File: config.mk
export PLATFORM = sky130hd
export DESIGN_NAME = array_list_engine_unit_flat
export DESIGN_NICKNAME = d
export VERILOG_FILES = /design/src/rtl/ale_pkg.sv /design/src/rtl/ale_req_if.sv /design/src/rtl/ale_rsp_if.sv /design/src/rtl/ale_ctrl.sv /design/src/rtl/ale_dpath.sv /design/src/rtl/array_list_engine_unit.sv /design/src/flat_wrapper.sv
export SDC_FILE = /design/constraint.sdc
export NUM_CORES = 2
export LEC_CHECK = 0
export ABC_AREA = 1
export ABC_CLOCK_PERIOD_IN_PS = 13830
export BUFFER_PORTS_ARGS = -buffer_cell sky130_fd_sc_hd__buf_2
export CAP_MARGIN = 20
export CORE_MARGIN = 4
export CORE_UTILIZATION = 30
export CTS_CLUSTER_SIZE = 28
export DETAILED_ROUTE_END_ITERATION = 8
export PLACE_DENSITY_LB_ADDON = 0.05
export SYNTH_ARGS = -nofsm -noshare
export SYNTH_HDL_FRONTEND = slang
export SYNTH_SLANG_ARGS = --single-unit
File: constraint.sdc
create_clock -name i_clk -period 13.83 [get_ports i_clk]
set_clock_uncertainty 0.1 [all_clocks]
set_input_delay 2.766 -clock i_clk [delete_from_list [all_inputs] [get_ports i_clk]]
set_output_delay 2.766 -clock i_clk [all_outputs]
set_load 0.05 [all_outputs]
File: src/rtl/ale_pkg.sv
package ale_pkg;

    // Field widths of the request and response items.
    localparam int OPC_W   = 3;
    localparam int POS_W   = 7;
    localparam int VAL_W   = 32;
    localparam int ST_W    = 2;
    localparam int FOUND_W = 7;
    localparam int CNT_W   = 7;

    localparam int DEF_CAPACITY   = 64;
    localparam int DEF_DATA_WIDTH = 32;

    // Opcodes.
    localparam logic [OPC_W-1:0] OP_INSERT     = 3'd0;
    localparam logic [OPC_W-1:0] OP_ERASE      = 3'd1;
    localparam logic [OPC_W-1:0] OP_FIND       = 3'd2;
    localparam logic [OPC_W-1:0] OP_PUSH_BACK  = 3'd3;
    localparam logic [OPC_W-1:0] OP_POP_BACK   = 3'd4;
    localparam logic [OPC_W-1:0] OP_PUSH_FRONT = 3'd5;
    localparam logic [OPC_W-1:0] OP_POP_FRONT  = 3'd6;
    localparam logic [OPC_W-1:0] OP_CLEAR      = 3'd7;

    // Response status codes.
    localparam logic [ST_W-1:0] ST_OK   = 2'd0;
    localparam logic [ST_W-1:0] ST_BAD  = 2'd1;
    localparam logic [ST_W-1:0] ST_FULL = 2'd2;

    localparam logic [FOUND_W-1:0] NO_MATCH = 7'h7F;

    // Index register operations.
    localparam logic [2:0] IDX_HOLD       = 3'd0;
    localparam logic [2:0] IDX_LOAD_COUNT = 3'd1;
    localparam logic [2:0] IDX_LOAD_POS1  = 3'd2;
    localparam logic [2:0] IDX_LOAD_ZERO  = 3'd3;
    localparam logic [2:0] IDX_INC        = 3'd4;
    localparam logic [2:0] IDX_DEC        = 3'd5;

    // Memory write sources and targets.
    localparam logic [1:0] WR_IDX_FROM_RD   = 2'd0;
    localparam logic [1:0] WR_IDXM1_FROM_RD = 2'd1;
    localparam logic [1:0] WR_POS_VALUE     = 2'd2;

    // Entry count operations.
    localparam logic [1:0] CNT_HOLD = 2'd0;
    localparam logic [1:0] CNT_INC  = 2'd1;
    localparam logic [1:0] CNT_DEC  = 2'd2;
    localparam logic [1:0] CNT_CLR  = 2'd3;

    typedef struct packed {
        logic             take;
        logic [2:0]       idx_op;
        logic             rd_en;
        logic             rd_prev;
        logic             wr_en;
        logic [1:0]       wr_mode;
        logic [1:0]       cnt_op;
        logic             st_en;
        logic [ST_W-1:0]  st_code;
        logic             found_en;
        logic             out_load;
    } t_cmd;

    typedef struct packed {
        logic [OPC_W-1:0] op;
        logic             pos_bad_ins;
        logic             pos_bad_era;
        logic             full;
        logic             empty;
        logic             idx_gt_pos;
        logic             idx_lt_count;
        logic             match;
        logic             out_free;
    } t_stat;

endpackage

File: src/rtl/ale_req_if.sv
interface ale_req_if
    import ale_pkg::*;
();
    logic             valid;
    logic             ready;
    logic [OPC_W-1:0] opcode;
    logic [POS_W-1:0] position;
    logic [VAL_W-1:0] value;

    modport source (output valid, output opcode, output position, output value, input ready);
    modport sink   (input valid, input opcode, input position, input value, output ready);
endinterface

File: src/rtl/ale_rsp_if.sv
interface ale_rsp_if
    import ale_pkg::*;
();
    logic               valid;
    logic               ready;
    logic [ST_W-1:0]    status;
    logic [FOUND_W-1:0] found_index;
    logic [CNT_W-1:0]   count;

    modport source (output valid, output status, output found_index, output count, input ready);
    modport sink   (input valid, input status, input found_index, input count, output ready);
endinterface

File: src/rtl/ale_ctrl.sv
module ale_ctrl
    import ale_pkg::*;
(
    input  logic  i_clk,
    input  logic  i_rst_n,
    input  logic  i_req_valid,
    input  t_stat i_stat,
    output logic  o_req_ready,
    output t_cmd  o_cmd
);

    localparam logic [3:0] S_IDLE     = 4'd0;
    localparam logic [3:0] S_DISPATCH = 4'd1;
    localparam logic [3:0] S_SHUP_CHK = 4'd2;
    localparam logic [3:0] S_SHUP_WR  = 4'd3;
    localparam logic [3:0] S_SHDN_CHK = 4'd4;
    localparam logic [3:0] S_SHDN_WR  = 4'd5;
    localparam logic [3:0] S_FIND_CHK = 4'd6;
    localparam logic [3:0] S_FIND_CMP = 4'd7;
    localparam logic [3:0] S_FINISH   = 4'd8;

    logic [3:0] r_state;
    logic [3:0] n_state;

    always_ff @(posedge i_clk) begin
        if (!i_rst_n) begin
            r_state <= S_IDLE;
        end else begin
            r_state <= n_state;
        end
    end

    assign o_req_ready = (r_state == S_IDLE);

    always_comb begin
        n_state = r_state;
        o_cmd   = '0;
        unique case (r_state)
            S_IDLE: begin
                if (i_req_valid) begin
                    o_cmd.take = 1'b1;
                    n_state    = S_DISPATCH;
                end
            end
            S_DISPATCH: begin
                n_state = S_FINISH;
                unique case (i_stat.op)
                    OP_INSERT: begin
                        if (i_stat.pos_bad_ins) begin
                            o_cmd.st_en   = 1'b1;
                            o_cmd.st_code = ST_BAD;
                        end else if (i_stat.full) begin
                            o_cmd.st_en   = 1'b1;
                            o_cmd.st_code = ST_FULL;
                        end else begin
                            o_cmd.idx_op = IDX_LOAD_COUNT;
                            n_state      = S_SHUP_CHK;
                        end
                    end
                    OP_PUSH_BACK, OP_PUSH_FRONT: begin
                        if (i_stat.full) begin
                            o_cmd.st_en   = 1'b1;
                            o_cmd.st_code = ST_FULL;
                        end else begin
                            o_cmd.idx_op = IDX_LOAD_COUNT;
                            n_state      = S_SHUP_CHK;
                        end
                    end
                    OP_ERASE: begin
                        if (i_stat.pos_bad_era) begin
                            o_cmd.st_en   = 1'b1;
                            o_cmd.st_code = ST_BAD;
                        end else begin
                            o_cmd.idx_op = IDX_LOAD_POS1;
                            n_state      = S_SHDN_CHK;
                        end
                    end
                    OP_POP_FRONT: begin
                        if (i_stat.empty) begin
                            o_cmd.st_en   = 1'b1;
                            o_cmd.st_code = ST_BAD;
                        end else begin
                            o_cmd.idx_op = IDX_LOAD_POS1;
                            n_state      = S_SHDN_CHK;
                        end
                    end
                    OP_POP_BACK: begin
                        if (i_stat.empty) begin
                            o_cmd.st_en   = 1'b1;
                            o_cmd.st_code = ST_BAD;
                        end else begin
                            o_cmd.cnt_op = CNT_DEC;
                        end
                    end
                    OP_FIND: begin
                        o_cmd.idx_op = IDX_LOAD_ZERO;
                        n_state      = S_FIND_CHK;
                    end
                    OP_CLEAR: begin
                        o_cmd.cnt_op = CNT_CLR;
                    end
                    default: begin
                        n_state = S_FINISH;
                    end
                endcase
            end
            // Open the gap from the top down, then drop the new entry in.
            S_SHUP_CHK: begin
                if (i_stat.idx_gt_pos) begin
                    o_cmd.rd_en   = 1'b1;
                    o_cmd.rd_prev = 1'b1;
                    n_state       = S_SHUP_WR;
                end else begin
                    o_cmd.wr_en   = 1'b1;
                    o_cmd.wr_mode = WR_POS_VALUE;
                    o_cmd.cnt_op  = CNT_INC;
                    n_state       = S_FINISH;
                end
            end
            S_SHUP_WR: begin
                o_cmd.wr_en   = 1'b1;
                o_cmd.wr_mode = WR_IDX_FROM_RD;
                o_cmd.idx_op  = IDX_DEC;
                n_state       = S_SHUP_CHK;
            end
            // Close the gap from the erased position upward.
            S_SHDN_CHK: begin
                if (i_stat.idx_lt_count) begin
                    o_cmd.rd_en = 1'b1;
                    n_state     = S_SHDN_WR;
                end else begin
                    o_cmd.cnt_op = CNT_DEC;
                    n_state      = S_FINISH;
                end
            end
            S_SHDN_WR: begin
                o_cmd.wr_en   = 1'b1;
                o_cmd.wr_mode = WR_IDXM1_FROM_RD;
                o_cmd.idx_op  = IDX_INC;
                n_state       = S_SHDN_CHK;
            end
            S_FIND_CHK: begin
                if (i_stat.idx_lt_count) begin
                    o_cmd.rd_en = 1'b1;
                    n_state     = S_FIND_CMP;
                end else begin
                    n_state = S_FINISH;
                end
            end
            S_FIND_CMP: begin
                if (i_stat.match) begin
                    o_cmd.found_en = 1'b1;
                    n_state        = S_FINISH;
                end else begin
                    o_cmd.idx_op = IDX_INC;
                    n_state      = S_FIND_CHK;
                end
            end
            S_FINISH: begin
                if (i_stat.out_free) begin
                    o_cmd.out_load = 1'b1;
                    n_state        = S_IDLE;
                end
            end
            default: begin
                n_state = S_IDLE;
            end
        endcase
    end

endmodule

File: src/rtl/ale_dpath.sv
module ale_dpath
    import ale_pkg::*;
#(
    parameter int CAPACITY   = DEF_CAPACITY,
    parameter int DATA_WIDTH = DEF_DATA_WIDTH
) (
    input  logic               i_clk,
    input  logic               i_rst_n,
    input  t_cmd               i_cmd,
    input  logic [OPC_W-1:0]   i_opcode,
    input  logic [POS_W-1:0]   i_position,
    input  logic [VAL_W-1:0]   i_value,
    input  logic               i_rsp_ready,
    output t_stat              o_stat,
    output logic               o_rsp_valid,
    output logic [ST_W-1:0]    o_status,
    output logic [FOUND_W-1:0] o_found_index,
    output logic [CNT_W-1:0]   o_count
);

    localparam int AW = (CAPACITY > 1) ? $clog2(CAPACITY) : 1;
    localparam int CW = $clog2(CAPACITY + 1);
    localparam int PW = (CW > POS_W) ? CW : POS_W;

    logic [DATA_WIDTH-1:0] r_mem [CAPACITY];
    logic [DATA_WIDTH-1:0] r_rdata;
    logic [DATA_WIDTH-1:0] r_value;
    logic [OPC_W-1:0]      r_op;
    logic [PW-1:0]         r_pos;
    logic [CW-1:0]         r_count;
    logic [CW-1:0]         r_idx;
    logic [ST_W-1:0]       r_status;
    logic [FOUND_W-1:0]    r_found;
    logic                  r_o_valid;
    logic [ST_W-1:0]       r_o_status;
    logic [FOUND_W-1:0]    r_o_found;
    logic [CNT_W-1:0]      r_o_count;

    logic [63:0]           value_sx;
    logic [PW-1:0]         n_pos;
    logic [PW-1:0]         count_ext;
    logic [PW-1:0]         idx_ext;
    logic [PW-1:0]         pos_p1;
    logic [CW-1:0]         idx_m1;
    logic [AW-1:0]         rd_addr;
    logic [AW-1:0]         wr_addr;
    logic [DATA_WIDTH-1:0] wr_data;

    // The 32-bit value is sign-extended, then cut to the stored width.
    assign value_sx  = {{32{i_value[VAL_W-1]}}, i_value};
    assign count_ext = PW'(r_count);
    assign idx_ext   = PW'(r_idx);
    assign pos_p1    = r_pos + 1'b1;
    assign idx_m1    = r_idx - 1'b1;

    always_comb begin
        unique case (i_opcode)
            OP_PUSH_BACK:               n_pos = count_ext;
            OP_PUSH_FRONT, OP_POP_FRONT: n_pos = '0;
            default:                    n_pos = PW'(i_position);
        endcase
    end

    assign rd_addr = i_cmd.rd_prev ? idx_m1[AW-1:0] : r_idx[AW-1:0];

    always_comb begin
        unique case (i_cmd.wr_mode)
            WR_IDX_FROM_RD: begin
                wr_addr = r_idx[AW-1:0];
                wr_data = r_rdata;
            end
            WR_IDXM1_FROM_RD: begin
                wr_addr = idx_m1[AW-1:0];
                wr_data = r_rdata;
            end
            default: begin
                wr_addr = r_pos[AW-1:0];
                wr_data = r_value;
            end
        endcase
    end

    always_ff @(posedge i_clk) begin
        if (i_cmd.wr_en) begin
            r_mem[wr_addr] <= wr_data;
        end
        if (i_cmd.rd_en) begin
            r_rdata <= r_mem[rd_addr];
        end
    end

    always_ff @(posedge i_clk) begin
        if (i_cmd.take) begin
            r_op     <= i_opcode;
            r_pos    <= n_pos;
            r_value  <= value_sx[DATA_WIDTH-1:0];
            r_status <= ST_OK;
            r_found  <= NO_MATCH;
        end else begin
            if (i_cmd.st_en) begin
                r_status <= i_cmd.st_code;
            end
            if (i_cmd.found_en) begin
                r_found <= idx_ext[FOUND_W-1:0];
            end
        end

        unique case (i_cmd.idx_op)
            IDX_LOAD_COUNT: r_idx <= r_count;
            IDX_LOAD_POS1:  r_idx <= pos_p1[CW-1:0];
            IDX_LOAD_ZERO:  r_idx <= '0;
            IDX_INC:        r_idx <= r_idx + 1'b1;
            IDX_DEC:        r_idx <= idx_m1;
            default:        r_idx <= r_idx;
        endcase

        if (i_cmd.out_load) begin
            r_o_status <= r_status;
            r_o_found  <= r_found;
            r_o_count  <= count_ext[CNT_W-1:0];
        end
    end

    always_ff @(posedge i_clk) begin
        if (!i_rst_n) begin
            r_count   <= '0;
            r_o_valid <= 1'b0;
        end else begin
            unique case (i_cmd.cnt_op)
                CNT_INC: r_count <= r_count + 1'b1;
                CNT_DEC: r_count <= r_count - 1'b1;
                CNT_CLR: r_count <= '0;
                default: r_count <= r_count;
            endcase
            if (i_cmd.out_load) begin
                r_o_valid <= 1'b1;
            end else if (i_rsp_ready) begin
                r_o_valid <= 1'b0;
            end
        end
    end

    assign o_stat.op           = r_op;
    assign o_stat.pos_bad_ins  = (r_pos > count_ext);
    assign o_stat.pos_bad_era  = (r_pos >= count_ext);
    assign o_stat.full         = (r_count == CW'(CAPACITY));
    assign o_stat.empty        = (r_count == '0);
    assign o_stat.idx_gt_pos   = (idx_ext > r_pos);
    assign o_stat.idx_lt_count = (r_idx < r_count);
    assign o_stat.match        = (r_rdata == r_value);
    assign o_stat.out_free     = !r_o_valid || i_rsp_ready;

    assign o_rsp_valid   = r_o_valid;
    assign o_status      = r_o_status;
    assign o_found_index = r_o_found;
    assign o_count       = r_o_count;

endmodule

File: src/rtl/array_list_engine_unit.sv
// Ordered list of up to CAPACITY signed entries in a single-port memory, one
// request in flight at a time. A request is taken only when the engine is idle,
// and its response goes into an output register, so the next request is taken
// while that response still waits. A request that only checks or changes the
// count (pop_back, clear, or any error) goes on straight to its response;
// insert and the pushes shift the entries from position up to the count up
// by one place; erase and pop_front shift the entries above position down by
// one place; a find compares entries from index zero on until a hit or the
// count. Each entry moved or compared is first read from the memory, then
// written or compared. Entries beyond the count are never read.
module array_list_engine_unit
    import ale_pkg::*;
#(
    parameter int CAPACITY   = DEF_CAPACITY,
    parameter int DATA_WIDTH = DEF_DATA_WIDTH
) (
    input  logic i_clk,
    input  logic i_rst_n,
    ale_req_if.sink   i_req,
    ale_rsp_if.source o_rsp
);

    t_cmd  cmd;
    t_stat stat;

    ale_ctrl u_ctrl (
        .i_clk       (i_clk),
        .i_rst_n     (i_rst_n),
        .i_req_valid (i_req.valid),
        .i_stat      (stat),
        .o_req_ready (i_req.ready),
        .o_cmd       (cmd)
    );

    ale_dpath #(
        .CAPACITY   (CAPACITY),
        .DATA_WIDTH (DATA_WIDTH)
    ) u_dpath (
        .i_clk         (i_clk),
        .i_rst_n       (i_rst_n),
        .i_cmd         (cmd),
        .i_opcode      (i_req.opcode),
        .i_position    (i_req.position),
        .i_value       (i_req.value),
        .i_rsp_ready   (o_rsp.ready),
        .o_stat        (stat),
        .o_rsp_valid   (o_rsp.valid),
        .o_status      (o_rsp.status),
        .o_found_index (o_rsp.found_index),
        .o_count       (o_rsp.count)
    );

endmodule
File: src/flat_wrapper.sv
// flat-port wrapper written by rule: the top's interface ports become plain ports
module array_list_engine_unit_flat import ale_pkg::*;
#(
    parameter int CAPACITY   = DEF_CAPACITY,
    parameter int DATA_WIDTH = DEF_DATA_WIDTH
)
  (i_clk, i_rst_n, i_req_valid, i_req_opcode, i_req_position, i_req_value, i_req_ready, o_rsp_valid, o_rsp_status, o_rsp_found_index, o_rsp_count, o_rsp_ready);
  ale_req_if i_req_i ();
  ale_rsp_if o_rsp_i ();
  input  logic i_clk;
  input  logic i_rst_n;
  input wire logic [$bits(i_req_i.valid)-1:0] i_req_valid;
  input wire logic [$bits(i_req_i.opcode)-1:0] i_req_opcode;
  input wire logic [$bits(i_req_i.position)-1:0] i_req_position;
  input wire logic [$bits(i_req_i.value)-1:0] i_req_value;
  output wire logic [$bits(i_req_i.ready)-1:0] i_req_ready;
  output wire logic [$bits(o_rsp_i.valid)-1:0] o_rsp_valid;
  output wire logic [$bits(o_rsp_i.status)-1:0] o_rsp_status;
  output wire logic [$bits(o_rsp_i.found_index)-1:0] o_rsp_found_index;
  output wire logic [$bits(o_rsp_i.count)-1:0] o_rsp_count;
  input wire logic [$bits(o_rsp_i.ready)-1:0] o_rsp_ready;
  assign i_req_i.valid = i_req_valid;
  assign i_req_i.opcode = i_req_opcode;
  assign i_req_i.position = i_req_position;
  assign i_req_i.value = i_req_value;
  assign i_req_ready = i_req_i.ready;
  assign o_rsp_valid = o_rsp_i.valid;
  assign o_rsp_status = o_rsp_i.status;
  assign o_rsp_found_index = o_rsp_i.found_index;
  assign o_rsp_count = o_rsp_i.count;
  assign o_rsp_i.ready = o_rsp_ready;
  array_list_engine_unit #(.CAPACITY(CAPACITY), .DATA_WIDTH(DATA_WIDTH)) u_core (.i_clk(i_clk), .i_rst_n(i_rst_n), .i_req(i_req_i), .o_rsp(o_rsp_i));
endmodule
==> impl_metrics.json <==
{
  "cp_slowest_stage_delay_ns": 0.93,
  "yosys_warnings": 0,
  "grt_pass1_wl_um": 474000,
  "ios": 64,
  "path_clk_slew_ns": 0.06,
  "slew_viol_final": 0,
  "drive_gt1_frac": 0.0745,
  "crit_cells": 17,
  "min_from": "u_core.u_dpath.r_status[0]",
  "min_to": "u_core.u_dpath.o_status[0]",
  "antenna_found_initial": 13,
  "drtAntennaViolNets": 0,
  "synth_flop_cell": "edfxtp_1",
  "ys_seq_area_frac": 0.687,
  "grt_max_degree": 172,
  "vias": 63097,
  "worstPathCellList": "clkinv_1, ha_1, inv_1, nand3_1, nand2_1, nand2_1, nand2_1, nand2_1, nand2_4, buf_4, nand2_1, o211ai_1, inv_1, nor2_1, nand3_1, nor2_4, buf_4",
  "routed_wl_um": 333000,
  "yosysMostFrequentCell": "nand2_1",
  "setup-tns-final_ns": 0,
  "synth_top_cell_area_share": 0.683,
  "htree_levels": 5,
  "hold_viol_final": 0,
  "cts_buffers": 270,
  "fin_crit_sh": 0.449,
  "synth_area_leaders": "edfxtp_1, nand2_1, nand3_1",
  "synth_cells": 9078,
  "status": "complete, no violations",
  "max_freq_mhz": 161,
  "power.density_mw_per_mm2": 206,
  "grt_pass1_vias": 60971,
  "drv_cap": 0,
  "crit_arrival_ns": 6.65,
  "worstSkewPairLatency_ns": 0.88,
  "critPathRequiredTime_ns": 14.27,
  "io_buffer_count": 63,
  "endpoint_kind": "flip-flop",
  "worst_pin_slew_ns": 1.19,
  "synth_cell_types": 43,
  "cts_setup_buffers": 0,
  "hpwl_um": 184000,
  "yosys-top-cells-count": "nand2_1, edfxtp_1, nand3_1, inv_1, buf_2",
  "drt-pass1-iter-count": 5,
  "cp_top_family": "simple AND/OR/NAND/NOR gates",
  "area_growth_syn_to_layout_pct": 14.5,
  "reg2reg_depth": 17,
  "hp-class": "reg2reg",
  "synth.largest_area_cell": "edfxtp_1",
  "clk_path_buf_depth": 4,
  "dieArea_mm2": 0.323,
  "syn_area_mm2": 0.0943,
  "grt_overflow_total": 0,
  "slew_headroom": 0.208,
  "holdBufCountCts": 0,
  "rr_endpoint": "u_core.u_dpath.r_mem[18][28]",
  "startpoint_type": "flip-flop",
  "core_mm2": 0.312,
  "syn-num-nets": 9152,
  "crit_slowest_cell": "nor2_4",
  "fp.dieH_um": 569,
  "leakage_nw": 43.8,
  "setup_viol_count_final": 0,
  "path_max_fanout": 55,
  "hold_ws_ns": 0.333,
  "die_width_um": 569,
  "crit_type": "reg2reg",
  "ys_ff_latch": 2166,
  "num-nets-final": 9197,
  "start_util": 0.302,
  "rsz0062_at_grt": "no",
  "cts_tree": "done",
  "drc": 0,
  "synth-async-reset-ratio": 0,
  "crit_top_cell": "nand2_1",
  "period_minus_slack_ns": 6.21,
  "syn-mean-instance-area_um2": 10.4,
  "min_path_cells": 0,
  "place.gp.congestion": 0.811,
  "wl_per_cell_um": 24.7,
  "synth-edff-count": 2145,
  "numClockSinks": 2166,
  "reg2reg_from": "u_core.u_dpath.idx_ext[0]",
  "drt_iter0_drc": 4950,
  "ir_worst_vdd_v": 0.000134,
  "vias_per_cell": 4.68,
  "rows": 205,
  "rrSetupSlack_ns": 7.62,
  "ctsResizeCount": 0,
  "cts_root_buf": "clkbuf_16",
  "grt_usage": 0.201,
  "critPathBufInv": 5
}
==> layout make-up <==
type	count	area [um2]
fill	31365	204000
sequential	2166	64800
multi-input combinational	4917	22300
clock buffer	340	7170
inverter	1539	5790
tap	4140	5180
timing repair buffer	229	1740
clock inverter	133	941
antenna	9	22.5
==> per-layer routing <==
metal,share of wire,track usage,vias to the layer above
met5,0,0,-
met1,0.47,0.283,31606
met3,0.036,0.0196,365
li1,-,-,29861
met2,0.48,0.337,1265
met4,0.021,0.0449,0
==> cells by family (layout without fill, tap and decap cells) <==
| group | after synthesis | after routing | share of synthesized area |
|---|---|---|---|
| AOI/OAI and AO/OA | 134 | 134 | 0.00918 |
| xor gates and xnor gates | 22 | 22 | 0.00204 |
| adders and majority gates | 28 | 28 | 0.00379 |
| buffers and inverters | 1995 | 2241 | 0.0853 |
| DFF | 2166 | 2166 | 0.687 |
| other | 0 | 9 | 0 |
| and+or+nand+nor | 4733 | 4733 | 0.212 |
==> state kept, by name, indices dropped and copies added (netlist names) <==
name,count
u_core.u_ctrl.r_state,4
u_core.u_dpath.r_status,2
u_core.u_dpath.r_rdata,32
u_core.u_dpath.r_found,7
u_core.u_dpath.r_mem,2048
u_core.u_dpath.r_value,32
u_core.u_dpath.r_pos,7
u_core.u_dpath.o_count,7
u_core.u_dpath.count_ext,7
u_core.u_dpath.o_rsp_valid,1
u_core.u_dpath.idx_ext,7
u_core.u_dpath.o_status,2
u_core.u_dpath.o_found_index,7
u_core.u_dpath.r_op,3
==> layout by cell type (no fill, tap or decap), types with 17 or more instances in the layout <==
master     instances
nand3_1         1738
clkinv_2          36
ha_1              27
o211ai_1          43
edfxtp_1        2145
o21ai_0           17
nand2_1         2830
xnor2_1           17
inv_1           1532
a21oi_1           24
o21ai_4           23
nor2_4            65
clkbuf_16        277
clkinv_1          68
buf_2             63
dfxtp_1           21
clkbuf_1          63
nor2_1            54
buf_4            152
==> power by group <==
part | switching (W) | leakage [nW] | internal, W
sequential | 0.000114 | 19.5 | 0.00784
combinational | 0.00589 | 20.4 | 0.00168
clock | 0.00285 | 3.96 | 0.00382
==> metrics by stage <==
step	area [um2]	worst slack [ns]	power, W	utilization	std cells
after floorplan	94300	8.33	0.0125	-	9078
after CTS	108000	7.68	0.0226	0.346	13464
after detailed placement	99800	7.69	0.0158	0.320	12991
after global routing	108000	7.34	0.0234	0.346	13466
after global placement	99700	7.67	0.0159	0.319	12985
final	108000	7.62	0.0222	0.346	13473
==> how the worst max path moves through the flow <==
stage                                          from                            to  slack [ns]
after floorplan                         i_req_valid    u_core.u_dpath.r_status[1]        8.33
after global placement    u_core.u_dpath.idx_ext[0]     u_core.u_dpath.r_rdata[9]        7.67
after detailed placement  u_core.u_dpath.idx_ext[0]    u_core.u_dpath.r_rdata[19]        7.69
after CTS                 u_core.u_dpath.idx_ext[0]    u_core.u_dpath.r_rdata[19]        7.68
after global routing      u_core.u_dpath.idx_ext[0]  u_core.u_dpath.r_mem[18][23]        7.34
final                     u_core.u_dpath.idx_ext[0]  u_core.u_dpath.r_mem[18][28]        7.62
(Power assumes the default switching activity.)
